$ cat src/stdf_pkg.sv
// ----------------------------------------------------------------------------
// stdf_pkg - shared types and constants of the sensor telegram deframer
// Character codes, register indexes, sequencer states and the request and
// response types of the shared arithmetic unit.
// ----------------------------------------------------------------------------
`default_nettype none

package stdf_pkg;

    localparam int unsigned FRAME_BYTES_DEF = 6;

    localparam int unsigned BYTE_W   = 8;
    localparam int unsigned CFG_IDX_W = 1;
    localparam int unsigned ID_W     = 2;

    // framing and payload characters
    localparam logic [7:0] STX_CODE   = 8'h02;
    localparam logic [7:0] ETX_CODE   = 8'h03;
    localparam logic [7:0] CHR_A      = 8'h41;
    localparam logic [7:0] CHR_B      = 8'h42;
    localparam logic [7:0] CHR_X      = 8'h58;
    localparam logic [7:0] CHR_PLUS   = 8'h2B;
    localparam logic [7:0] CHR_MINUS  = 8'h2D;
    localparam logic [7:0] CHR_ZERO   = 8'h30;
    localparam logic [7:0] CHR_NINE   = 8'h39;
    localparam logic [7:0] CHR_SPACE  = 8'h20;
    localparam logic [7:0] CHR_TAB    = 8'h09;
    localparam logic [7:0] CHR_CR     = 8'h0D;
    localparam logic [7:0] VALUE_BIAS = 8'd50;

    // configuration register indexes
    localparam logic [CFG_IDX_W-1:0] REG_OFFSET_A = 1'b0;
    localparam logic [CFG_IDX_W-1:0] REG_OFFSET_B = 1'b1;

    // sensor codes on the result
    localparam logic [ID_W-1:0] ID_NONE = 2'd0;
    localparam logic [ID_W-1:0] ID_A    = 2'd1;
    localparam logic [ID_W-1:0] ID_B    = 2'd2;

    typedef enum logic [1:0] {
        ALU_ADD,
        ALU_SUB,
        ALU_MAC10
    } t_alu_op;

    typedef struct packed {
        t_alu_op     op;
        logic [7:0]  a;
        logic [7:0]  b;
    } t_alu_req;

    typedef struct packed {
        logic [7:0]  y;
        logic        lt;     // signed a < b
    } t_alu_rsp;

    typedef enum logic [2:0] {
        ST_IDLE,
        ST_WALK,
        ST_SIGN,
        ST_BIAS,
        ST_OFFS,
        ST_MIN,
        ST_MAX,
        ST_DONE
    } t_state;

    function automatic logic is_blank(input logic [7:0] c);
        return (c == CHR_SPACE) || ((c >= CHR_TAB) && (c <= CHR_CR));
    endfunction

    function automatic logic is_digit(input logic [7:0] c);
        return (c >= CHR_ZERO) && (c <= CHR_NINE);
    endfunction

endpackage

`default_nettype wire

$ cat src/stdf_ram.sv
// ----------------------------------------------------------------------------
// stdf_ram - generic single write, single read RAM
// One write port, one read port with registered read data.
// ----------------------------------------------------------------------------
`default_nettype none

module stdf_ram #(
    parameter int unsigned WIDTH = 8,
    parameter int unsigned DEPTH = 6
) (
    input  wire logic                     i_clk,
    input  wire logic                     i_we,
    input  wire logic [$clog2(DEPTH)-1:0] i_waddr,
    input  wire logic [WIDTH-1:0]         i_wdata,
    input  wire logic [$clog2(DEPTH)-1:0] i_raddr,
    output logic      [WIDTH-1:0]         o_rdata
);

    logic [WIDTH-1:0] r_mem [DEPTH];

    always_ff @(posedge i_clk) begin
        if (i_we) begin
            r_mem[i_waddr] <= i_wdata;
        end
        o_rdata <= r_mem[i_raddr];
    end

endmodule

`default_nettype wire

$ cat src/stdf_alu.sv
// ----------------------------------------------------------------------------
// stdf_alu - shared 8-bit arithmetic unit
// Add, subtract, times-ten accumulate (mod 256) and a signed compare.
// ----------------------------------------------------------------------------
`default_nettype none

module stdf_alu (
    input  wire stdf_pkg::t_alu_req i_req,
    output stdf_pkg::t_alu_rsp      o_rsp
);

    import stdf_pkg::*;

    logic [10:0] mac;

    // acc*10 = acc*8 + acc*2
    assign mac = {i_req.a, 3'b000} + {2'b00, i_req.a, 1'b0} + {3'b000, i_req.b};

    always_comb begin
        unique case (i_req.op)
            ALU_ADD:   o_rsp.y = i_req.a + i_req.b;
            ALU_SUB:   o_rsp.y = i_req.a - i_req.b;
            ALU_MAC10: o_rsp.y = mac[7:0];
            default:   o_rsp.y = i_req.a;
        endcase
        o_rsp.lt = $signed(i_req.a) < $signed(i_req.b);
    end

endmodule

`default_nettype wire

$ cat src/sensor_telegram_deframer.sv
// ----------------------------------------------------------------------------
// sensor_telegram_deframer - STX/ETX telegram deframer with additive checksum
// Assembles radio bytes into telegrams, checks the sum and converts the
// decimal payload into a corrected per-sensor reading with min/max tracking.
// ----------------------------------------------------------------------------
// Usage:
//   Slave side: one received item per handshake, tdata = rx_byte, tuser = func
//   (1 clears the min/max store). Master side: one result item per ETX that
//   closes an open telegram. Offsets are written through i_cfg_* while idle.
// Throughput: ordinary bytes, STX and clears go one per cycle; ready stays high.
//   An ETX closing a good telegram from sensor A or B walks the stored payload,
//   one character per cycle through the RAM read port, then takes up to five
//   steps on the shared unit (sign, bias, offset, minimum, maximum) before the
//   output step; it walks at most FRAME_BYTES - 2 characters. A zero conversion
//   skips the offset step, an unseen sensor skips the maximum. Any other ETX
//   goes straight to the output step. Ready is low until the result has been
//   written to the output register.
// Reset: synchronous, active low. Offsets, sensor values, min/max and the
//   framing state go to zero; no telegram is open.
// Stall: results sit in an output register. While it is full the block still
//   takes items that give no result; the next result waits in the sequencer
//   (ready low) until the register drains.
// ----------------------------------------------------------------------------
`default_nettype none

module sensor_telegram_deframer #(
    parameter int unsigned FRAME_BYTES = stdf_pkg::FRAME_BYTES_DEF
) (
    input  wire logic                            i_clk,
    input  wire logic                            i_rst_n,
    // configuration
    input  wire logic                            i_cfg_we,
    input  wire logic [stdf_pkg::CFG_IDX_W-1:0]  i_cfg_idx,
    input  wire logic [7:0]                      i_cfg_data,
    // received items
    input  wire logic                            s_axis_tvalid,
    output logic                                 s_axis_tready,
    input  wire logic [7:0]                      s_axis_tdata,  // [7:0] rx_byte
    input  wire logic [0:0]                      s_axis_tuser,  // [0] func
    // result items
    output logic                                 m_axis_tvalid,
    input  wire logic                            m_axis_tready,
    output logic [23:0]                          m_axis_tdata,  // [7:0] reading,
                                                                // [15:8] lowest,
                                                                // [23:16] highest
    output logic [3:0]                           m_axis_tuser   // [0] frame_good,
                                                                // [2:1] sensor_id,
                                                                // [3] battery_low
);

    import stdf_pkg::*;

    localparam int unsigned IW = $clog2(FRAME_BYTES);
    localparam int unsigned CW = $clog2(FRAME_BYTES + 1);

    // configuration
    logic signed [7:0] r_offset [2];

    // framing
    logic          r_in_frame;
    logic [CW-1:0] r_fill;
    logic [7:0]    r_sum;
    logic [7:0]    r_last;
    logic [7:0]    r_byte0;
    logic          r_byte1_x;

    // sequencer
    t_state        r_state, n_state;
    logic [CW-1:0] r_end;
    logic [IW-1:0] r_idx;
    logic          r_lead;
    logic          r_neg;
    logic [7:0]    r_acc;
    logic          r_id;      // 0 sensor A, 1 sensor B

    // sensor store
    logic [7:0]    r_value [2];
    logic [7:0]    r_min   [2];
    logic [7:0]    r_max   [2];
    logic [1:0]    r_seen;

    // pending result
    logic          r_res_good;
    logic          r_res_known;
    logic          r_res_batt;

    // output register
    logic          r_m_valid;
    logic [23:0]   r_m_tdata;
    logic [3:0]    r_m_tuser;

    // shared unit and frame store
    t_alu_req      alu_req;
    t_alu_rsp      alu_rsp;
    logic [7:0]    ram_rdata;
    logic [IW-1:0] ram_raddr;
    logic          ram_we;

    logic          in_acc;
    logic          func;
    logic [7:0]    rx;
    logic [CW-1:0] idx_nxt;
    logic          out_free;
    logic          sum_ok;
    logic          is_a;
    logic          is_b;

    assign func     = s_axis_tuser[0];
    assign rx       = s_axis_tdata;
    assign in_acc   = s_axis_tvalid && s_axis_tready;
    assign idx_nxt  = CW'(r_idx) + CW'(1);
    assign out_free = !r_m_valid || m_axis_tready;
    // last byte equals the sum of the others: total == 2 * last
    assign sum_ok   = (r_sum == {r_last[6:0], 1'b0});
    assign is_a     = (r_fill >= CW'(2)) && (r_byte0 == CHR_A);
    assign is_b     = (r_fill >= CW'(2)) && (r_byte0 == CHR_B);

    assign s_axis_tready = (r_state == ST_IDLE);
    assign m_axis_tvalid = r_m_valid;
    assign m_axis_tdata  = r_m_tdata;
    assign m_axis_tuser  = r_m_tuser;

    assign ram_we    = in_acc && !func && (rx != STX_CODE) && (rx != ETX_CODE)
                       && r_in_frame && (r_fill < CW'(FRAME_BYTES));
    assign ram_raddr = (r_state == ST_WALK) ? idx_nxt[IW-1:0] : IW'(1);

    stdf_ram #(
        .WIDTH (BYTE_W),
        .DEPTH (FRAME_BYTES)
    ) u_store (
        .i_clk   (i_clk),
        .i_we    (ram_we),
        .i_waddr (r_fill[IW-1:0]),
        .i_wdata (rx),
        .i_raddr (ram_raddr),
        .o_rdata (ram_rdata)
    );

    stdf_alu u_alu (
        .i_req (alu_req),
        .o_rsp (alu_rsp)
    );

    // operand selection for the shared unit
    always_comb begin
        alu_req.op = ALU_ADD;
        alu_req.a  = r_sum;
        alu_req.b  = rx;
        unique case (r_state)
            ST_IDLE: begin
                alu_req.op = ALU_ADD;
                alu_req.a  = r_sum;
                alu_req.b  = rx;
            end
            ST_WALK: begin
                alu_req.op = ALU_MAC10;
                alu_req.a  = r_acc;
                alu_req.b  = {4'h0, ram_rdata[3:0]};
            end
            ST_SIGN: begin
                alu_req.op = ALU_SUB;
                alu_req.a  = 8'h00;
                alu_req.b  = r_acc;
            end
            ST_BIAS: begin
                alu_req.op = ALU_SUB;
                alu_req.a  = r_acc;
                alu_req.b  = VALUE_BIAS;
            end
            ST_OFFS: begin
                alu_req.op = ALU_ADD;
                alu_req.a  = r_acc;
                alu_req.b  = r_offset[r_id];
            end
            ST_MIN: begin
                alu_req.op = ALU_SUB;
                alu_req.a  = r_acc;
                alu_req.b  = r_min[r_id];
            end
            ST_MAX: begin
                alu_req.op = ALU_SUB;
                alu_req.a  = r_max[r_id];
                alu_req.b  = r_acc;
            end
            ST_DONE: begin
                alu_req.op = ALU_ADD;
                alu_req.a  = r_acc;
                alu_req.b  = 8'h00;
            end
            default: begin
                alu_req.op = ALU_ADD;
            end
        endcase
    end

    // next state
    always_comb begin
        n_state = r_state;
        unique case (r_state)
            ST_IDLE: begin
                if (in_acc && !func && (rx == ETX_CODE) && r_in_frame) begin
                    if ((r_fill != '0) && sum_ok && (is_a || is_b)) begin
                        n_state = (r_fill >= CW'(3)) ? ST_WALK : ST_SIGN;
                    end else begin
                        n_state = ST_DONE;
                    end
                end
            end
            ST_WALK: begin
                if (r_lead && (is_blank(ram_rdata) || is_digit(ram_rdata) ||
                               (ram_rdata == CHR_PLUS) || (ram_rdata == CHR_MINUS))) begin
                    n_state = (idx_nxt < r_end) ? ST_WALK : ST_SIGN;
                end else if (!r_lead && is_digit(ram_rdata)) begin
                    n_state = (idx_nxt < r_end) ? ST_WALK : ST_SIGN;
                end else begin
                    n_state = ST_SIGN;
                end
            end
            ST_SIGN: n_state = ST_BIAS;
            ST_BIAS: n_state = (r_acc == 8'h00) ? ST_MIN : ST_OFFS;
            ST_OFFS: n_state = ST_MIN;
            ST_MIN:  n_state = r_seen[r_id] ? ST_MAX : ST_DONE;
            ST_MAX:  n_state = ST_DONE;
            ST_DONE: n_state = out_free ? ST_IDLE : ST_DONE;
            default: n_state = ST_IDLE;
        endcase
    end

    always_ff @(posedge i_clk) begin
        if (!i_rst_n) begin
            r_state <= ST_IDLE;
        end else begin
            r_state <= n_state;
        end
    end

    // configuration writes
    always_ff @(posedge i_clk) begin
        if (!i_rst_n) begin
            r_offset[0] <= '0;
            r_offset[1] <= '0;
        end else if (i_cfg_we) begin
            unique case (i_cfg_idx)
                REG_OFFSET_A: r_offset[0] <= i_cfg_data;
                REG_OFFSET_B: r_offset[1] <= i_cfg_data;
                default:      r_offset[0] <= r_offset[0];
            endcase
        end
    end

    // framing and sensor state
    always_ff @(posedge i_clk) begin
        if (!i_rst_n) begin
            r_in_frame <= 1'b0;
            r_fill     <= '0;
            r_sum      <= '0;
            r_seen     <= '0;
            r_value[0] <= '0;
            r_value[1] <= '0;
            r_min[0]   <= '0;
            r_min[1]   <= '0;
            r_max[0]   <= '0;
            r_max[1]   <= '0;
        end else begin
            if (in_acc) begin
                if (func) begin
                    r_seen <= '0;
                end else if ((rx == ETX_CODE) && r_in_frame) begin
                    r_in_frame <= 1'b0;
                    r_fill     <= '0;
                end else if (rx == STX_CODE) begin
                    r_in_frame <= 1'b1;
                    r_fill     <= '0;
                    r_sum      <= '0;
                end else if (r_in_frame) begin
                    if (r_fill < CW'(FRAME_BYTES)) begin
                        r_fill <= r_fill + CW'(1);
                        r_sum  <= alu_rsp.y;
                    end else begin
                        // overflow drops the telegram
                        r_in_frame <= 1'b0;
                        r_fill     <= '0;
                    end
                end
            end
            if (r_state == ST_MIN) begin
                r_value[r_id] <= r_acc;
                if (!r_seen[r_id]) begin
                    r_min[r_id]  <= r_acc;
                    r_max[r_id]  <= r_acc;
                    r_seen[r_id] <= 1'b1;
                end else if (alu_rsp.lt) begin
                    r_min[r_id] <= r_acc;
                end
            end
            if ((r_state == ST_MAX) && alu_rsp.lt) begin
                r_max[r_id] <= r_acc;
            end
        end
    end

    // captured telegram bytes (payload, no reset)
    always_ff @(posedge i_clk) begin
        if (ram_we) begin
            r_last <= rx;
            if (r_fill == '0) begin
                r_byte0 <= rx;
            end
            if (r_fill == CW'(1)) begin
                r_byte1_x <= (rx == CHR_X);
            end
        end
    end

    // conversion datapath
    always_ff @(posedge i_clk) begin
        unique case (r_state)
            ST_IDLE: begin
                r_end       <= r_fill - CW'(1);
                r_idx       <= IW'(1);
                r_lead      <= 1'b1;
                r_neg       <= 1'b0;
                r_acc       <= '0;
                r_id        <= is_b;
                r_res_good  <= (r_fill != '0) && sum_ok;
                r_res_known <= (r_fill != '0) && sum_ok && (is_a || is_b);
                r_res_batt  <= (r_fill >= CW'(3)) && r_byte1_x;
            end
            ST_WALK: begin
                r_idx <= idx_nxt[IW-1:0];
                if (is_digit(ram_rdata)) begin
                    r_acc  <= alu_rsp.y;
                    r_lead <= 1'b0;
                end else if (r_lead &&
                             ((ram_rdata == CHR_PLUS) || (ram_rdata == CHR_MINUS))) begin
                    r_neg  <= (ram_rdata == CHR_MINUS);
                    r_lead <= 1'b0;
                end
            end
            ST_SIGN: begin
                if (r_neg) begin
                    r_acc <= alu_rsp.y;
                end
            end
            ST_BIAS: begin
                // a zero conversion keeps the last value
                r_acc <= (r_acc == 8'h00) ? r_value[r_id] : alu_rsp.y;
            end
            ST_OFFS: r_acc <= alu_rsp.y;
            default: r_acc <= r_acc;
        endcase
    end

    // output register
    always_ff @(posedge i_clk) begin
        if (!i_rst_n) begin
            r_m_valid <= 1'b0;
        end else if ((r_state == ST_DONE) && out_free) begin
            r_m_valid <= 1'b1;
        end else if (m_axis_tready) begin
            r_m_valid <= 1'b0;
        end
    end

    always_ff @(posedge i_clk) begin
        if ((r_state == ST_DONE) && out_free) begin
            if (r_res_known) begin
                r_m_tdata <= {r_max[r_id], r_min[r_id], r_value[r_id]};
                r_m_tuser <= {r_res_batt, (r_id ? ID_B : ID_A), 1'b1};
            end else begin
                r_m_tdata <= '0;
                r_m_tuser <= {r_res_batt && r_res_good, ID_NONE, r_res_good};
            end
        end
    end

endmodule

`default_nettype wire

$ cat config.mk
export PLATFORM = sky130hd
export DESIGN_NAME = sensor_telegram_deframer
export DESIGN_NICKNAME = d
export VERILOG_FILES = /design/src/stdf_pkg.sv /design/src/stdf_ram.sv /design/src/stdf_alu.sv /design/src/sensor_telegram_deframer.sv
export SDC_FILE = /design/constraint.sdc
export NUM_CORES = 1
export LEC_CHECK = 0
export ABC_AREA = 1
export BUFFER_PORTS_ARGS = -buffer_cell sky130_fd_sc_hd__buf_4
export CAP_MARGIN = 20
export CELL_PAD_IN_SITES_DETAIL_PLACEMENT = 0
export CELL_PAD_IN_SITES_GLOBAL_PLACEMENT = 1
export CORE_UTILIZATION = 30
export DETAILED_ROUTE_END_ITERATION = 10
export HOLD_SLACK_MARGIN = 0.05
export PLACE_DENSITY_LB_ADDON = 0.1
export SLEW_MARGIN = 25
export SYNTH_ARGS = -nofsm -noshare
export SYNTH_HDL_FRONTEND = slang
export SYNTH_HIERARCHICAL = 1
export SYNTH_SLANG_ARGS = --single-unit
export TNS_END_PERCENT = 1
$ cat constraint.sdc
create_clock -name i_clk -period 4.96 [get_ports i_clk]
set_input_delay 0.496 -clock i_clk [delete_from_list [all_inputs] [get_ports i_clk]]
set_output_delay 0.496 -clock i_clk [all_outputs]
set_load 0.05 [all_outputs]
# Word level (Yosys, flattened, before mapping)

Memory sizes are Yosys's and may differ from the RTL's. A register that Yosys moved wholly into a read port is not among the register bits.
Index checks and enable logic that the tools add are counted.

Equality and inequality tests: 27
Reduce and logical (&&, ||, !) cells: 55
$lt $le $gt $ge: 11
Bitwise gates (word level): 7
Add/subtract/negate cells: 7
Muxes and demuxes: 91

Operators with widths:

| cell                                                | count |
|---|---|
| one-hot mux 18 bit (8 select lines)                 | 1 |
| two-way mux 8 bit                                   | 13 |
| two-way mux 1 bit                                   | 51 |
| one-hot mux 8 bit (5 select lines)                  | 1 |
| adder 8 bit                                         | 3 |
| == test 8 x 6 -> 1 bit, second input constant       | 3 |
| == test 8 x 7 -> 1 bit, second input constant       | 3 |
| two-way mux 3 bit                                   | 8 |
| one-hot mux 3 bit (8 select lines)                  | 1 |
| one-hot mux 8 bit (3 select lines)                  | 1 |
| OR reduction 8 bit                                  | 3 |
| logical AND 1 bit                                   | 23 |
| two-way mux 2 bit                                   | 10 |
| == test 8 x 2 -> 1 bit, second input constant       | 2 |
| != test 8 x 2 -> 1 bit, second input constant       | 2 |
| == test 3 bit, second input constant                | 4 |
| AND reduction 3 bit                                 | 3 |
| == test 8 bit                                       | 1 |
| >= comparator 8 x 4 -> 1 bit, second input constant | 1 |
| >= comparator 8 x 6 -> 1 bit, second input constant | 1 |
| <= comparator 8 x 4 -> 1 bit, second input constant | 1 |
| <= comparator 8 x 6 -> 1 bit, second input constant | 1 |
| logical NOT 8 bit                                   | 1 |
| < comparator 8 bit                                  | 1 |
| other kinds (31)                                    | 59 |

Output and inout port bits: 30
Bits in registers: 82
Bits in writable memories: 112
Memories: 5
Word-level logic and storage cells: 225

Memory list:

| memory        | words | bits a word | read ports | clocked after memory_dff | wr ports | line                           | text |
|---|---|---|---|---|---|---|---|
| u_store.r_mem | 6     | 8           | 1          | 1                        | 1        | stdf_ram.sv:19                 | `logic [WIDTH-1:0] r_mem [DEPTH];` |
| r_max         | 2     | 8           | 1          | 1                        | 2        | sensor_telegram_deframer.sv:79 | `logic [7:0] r_max [2];` |
| r_min         | 2     | 8           | 1          | 1                        | 2        | sensor_telegram_deframer.sv:78 | `logic [7:0] r_min [2];` |
| r_offset      | 2     | 8           | 1          | 1                        | 2        | sensor_telegram_deframer.sv:57 | `logic signed [7:0] r_offset [2];` |
| r_value       | 2     | 8           | 1          | 1                        | 2        | sensor_telegram_deframer.sv:77 | `logic [7:0] r_value [2];` |

# Depth between registers and ports, before layout

Depth in word-level cells: 11
Depth in mapped cells: 22

# Modules after synthesis

The synthesis kept the hierarchy.

By module, submodules not included:

| module                   | area an instance (um2) | cells each | instances |
|---|---|---|---|
| sensor_telegram_deframer | 7024.2                 | 724        | 1 |
| stdf_ram                 | 2100.8                 | 168        | 1 |
| stdf_alu                 | 1297.5                 | 232        | 1 |

# Worst setup path before layout

No wires, ideal clock.

Kind: reg-to-reg
Start point: register r_state[0]
End point: register r_acc[6], data pin
Setup time: 0.265 ns
Clock period less this slack: 3.580 ns
Cell stages (with the launch flop): 19
Required time: 4.695 ns
Buffers on the path: 2
Data arrival time: 3.315 ns
Setup slack: 1.380 ns
Cells stage by stage: dfxtp_1 > clkinv_2 > nand2_2 > nor2_4 > buf_2 > buf_2 > nand2_1 > o211ai_1 > ha_1 > ha_1 > fa_1 > nand2_1 > nand2_1 > a21oi_1 > nand2_1 > nand2_1 > nand4_1 > a21oi_1 > o21ai_0

RTL lines:

| item                   | line                            | text |
|---|---|---|
| from (decl)            | sensor_telegram_deframer.sv:68  | `t_state r_state, n_state;` |
| from (signal assigned) | sensor_telegram_deframer.sv:233 | `r_state <= n_state;` |
| to (signal assigned)   | sensor_telegram_deframer.sv:332 | `r_acc <= alu_rsp.y;` |
| to (signal assigned)   | sensor_telegram_deframer.sv:342 | `r_acc <= alu_rsp.y;` |
| to (signal assigned)   | sensor_telegram_deframer.sv:347 | `r_acc <= (r_acc == 8'h00) ? r_value[r_id] : alu_rsp.y;` |
| to (decl)              | sensor_telegram_deframer.sv:73  | `logic [7:0] r_acc;` |

==> qor.yml <==
finalSetupTns_ns: 0
synth_edf_count: 176
cts_setup_buffers: 0
die_y_um: 188
cts-root-buf: "clkbuf_16"
ios: 53
diodes: 0
worst_path_largest_cell_delay_ns: 0.79
htree_levels: 1
synth_area_um2: 10400
drv_cap: 0
grt_first_pass_wirelength_mm: 46.6
busiest_layer: "met2"
cts_tree: "built"
grt_usage: 0.175
synth_flop_cell: "edfxtp_1"
fp.dieArea_um2: 35500
synth_top_area_frac: 0.507
rows: 67
hold_depth: 2
coreArea_um2: 33900
synth.area.top_cells: "edfxtp_1 51%, nand2_1 9.1%, nor2_1 6.6%"
post-route-min-period_ns: 4.23
start_util: 0.308
status: "complete, no violations"
p_clk_frac: 0.274
vias: 7725
p_int_mw: 3.61
synth_compound_area_frac: 0.0663
synthArstFlopShare: 0
fin_nets: 1248
clk_pin_slew_ns: 0.06
port_buffers: 52
fp.dieW_um: 188
drt_iter0_drc: 474
wirelength_mm: 30.7
grt.overflow.total: 0
cpMostUsedCell: "nand2_1"
antenna_found_initial: 0
p_sw_mw: 2.34
synth.most_common_cell: "nand2_1"
synthCells: 1124
yosys_register_bits: 203
fillers: 3555
slew_headroom: 0.384
synth_area_leader_cell: "edfxtp_1"
critPathArrivalTime_ns: 4.48
startpoint_type: "flop"
p_comb_frac: 0.357
timing.final.crit_share: 0.853
first_pass_iters: 5
grt_max_degree: 37
final.setup_skew_ns: 0.0150
crit_chain: "clkinv_2, nand2_1, nor2_1, clkinv_1, o211ai_1, ha_1, ha_1, fa_1, nand2_1, nand2_1, a21oi_1, nand2_1, nand2_1, nand4_1, a21oi_1, o21ai_0"
grt_util_met2: 0.285
min_path_type: "in -> reg"
cp_max_fo: 9
synth_adder_area_share: 0.0507
grtUsageMet1: 0.249
finalHoldViolCount: 0
clkSinkCount: 203
synth_common_cells: "254 x nand2_1, 182 x nor2_1, 176 x edfxtp_1"
layout-drive-gt1-share: 0.129
synth.area.mux_share: 0.0214
hold_buffers: 0
synthesis.nets: 1185
avgSynthCellArea_um2: 9.27
cpMaxStageDelayCell: "o211ai_1"
yosys_warnings: 6
worst_setup_path_end_kind: "flop"
power_leakage_nw: 4.90
whs_ns: 0.212
finalSetupViolCount: 0
clk_path_buf_depth: 3
ir_drop_mv: 0.228
met3_usage: 0.0183
wl_per_cell_um: 18.6
reg2reg_depth: 16
swShare: 0.393
fmax_ghz: 0.236
powerDensity_nw_per_um2: 495
place_congestion: 0.759
post_drt_via_cell_ratio: 4.68
postRouteAntennaNets: 0
maxSlewViolCount: 0
rsz0062_at_grt: "no"
synth_cell_types: 45
cts_made_buffers: 23
criticalPathCategory: "reg -> reg"
route.detailed.drc: 0
tightestPinTransition_ns: 0.918
p_seq_frac: 0.369
grt_pass1_vias: 7588
crit_required_ns: 5.21
synthSimpleGateAreaFrac: 0.229
p_total_mw: 5.96
yosysSeqAreaShare: 0.559
insertion_delay_ns: 0.52
ctsResizeCount: 0
hpwl_mm: 22.6
synth_xor_area_frac: 0.00336
synth_top_family_by_area: "simple AND/OR/NAND/NOR gates"
area_growth_pct: 15.5
-- critical path, delay by kind of cell (launching register included) --
family                     cells  cell delay (ns)
AOI/OAI and AO/OA              4             1.19
adders and majority gates      3             1.06
buffers and inverters          2             0.47
DFF                            1             0.34
and+or+nand+nor                7             0.89
-- logic make-up (layout without fill, tap and decap cells) --
logic type | after synthesis | count (layout)
compound gates | 121 | 121
fa+ha+maj | 38 | 38
xor+xnor | 4 | 4
flops | 203 | 203
buf+inv | 179 | 259
mux | 22 | 22
simple gates | 557 | 557
-- registers in the layout (all words and copies together) (netlist names), 2 cells and up, named ones only --
register / cells
r_sum: 8
u_store/r_mem: 48
r_fill: 3
r_byte0: 8
r_offset: 16
r_seen: 2
r_end: 3
m_axis_tuser: 4
r_max: 16
r_value: 16
m_axis_tdata: 24
u_store/o_rdata: 8
r_min: 16
r_last: 7
r_acc: 8
r_state: 3
r_idx: 3
-- layout by cell type, fill, tap and decap left out, types with 15 or more instances in the layout --
cell type  count
a21oi_1       42
buf_4         63
clkbuf_16     23
dfxtp_1       26
edfxtp_1     176
ha_1          31
inv_1        133
inv_2         15
mux2i_1       20
nand2_1      254
nand3_1       60
nand4_1       19
nor2_1       181
o21ai_0       35
-- final cells by class --
cell class | instances | area [µm²] | share of cell area
Timing Repair Buffer | 63 | 473 | 0.0393
Clock inverter | 15 | 113 | 0.00936
Tap cell | 448 | 561 | 0.0466
Inverter | 154 | 584 | 0.0486
Multi-Input combinational cell | 742 | 3870 | 0.321
Clock buffer | 27 | 611 | 0.0507
Sequential cell | 203 | 5830 | 0.484
-- power groups by stage --
| stage | Sequential [mW] | Clock, mW | Combinational (mW) |
|---|---|---|---|
| 2_1_floorplan | 2.15 | 0 | 1.50 |
| 3_3_place_gp | 2.24 | 0 | 2.15 |
| 3_5_place_dp | 2.23 | 0 | 2.14 |
| 4_1_cts | 2.20 | 1.68 | 2.15 |
| 5_1_grt | 2.22 | 1.75 | 2.40 |
| 6_report | 2.20 | 1.63 | 2.13 |
-- final timing paths --
path | endpoint | slack (ns) | start
worst max register to register | r_acc[6]$_DFFE_PP_ | 0.73 | r_state[0]$_SDFFE_PN0P_
worst min register to register | u_store/o_rdata[3]$_DFF_P_ | 0.46 | u_store/r_mem[5][3]$_DFFE_PP_
worst max-delay path | r_acc[6]$_DFFE_PP_ | 0.73 | r_state[0]$_SDFFE_PN0P_
worst min-delay path | r_seen[1]$_SDFF_PN0_ | 0.21 | s_axis_tuser
-- per-layer routing --
metal  wire length [µm]  vias up
li1                   -     3849
met2              14200      151
met1              14900     3697
met4                523        0
met3               1050       28
met5                  0        -
-- stage by stage --
| step | area, µm² | cells | setup slack (ns) | utilization |
|---|---|---|---|---|
| 2_1_floorplan | 10400 | 1124 | 1.38 | - |
| 3_3_place_gp | 11300 | 1610 | 0.767 | 0.334 |
| 3_5_place_dp | 11300 | 1610 | 0.715 | 0.334 |
| 4_1_cts | 12000 | 1652 | 0.688 | 0.355 |
| 5_1_grt | 12000 | 1652 | 0.255 | 0.355 |
| 6_report | 12000 | 1652 | 0.728 | 0.355 |
Note: power is estimated with default switching activity, not from simulation.
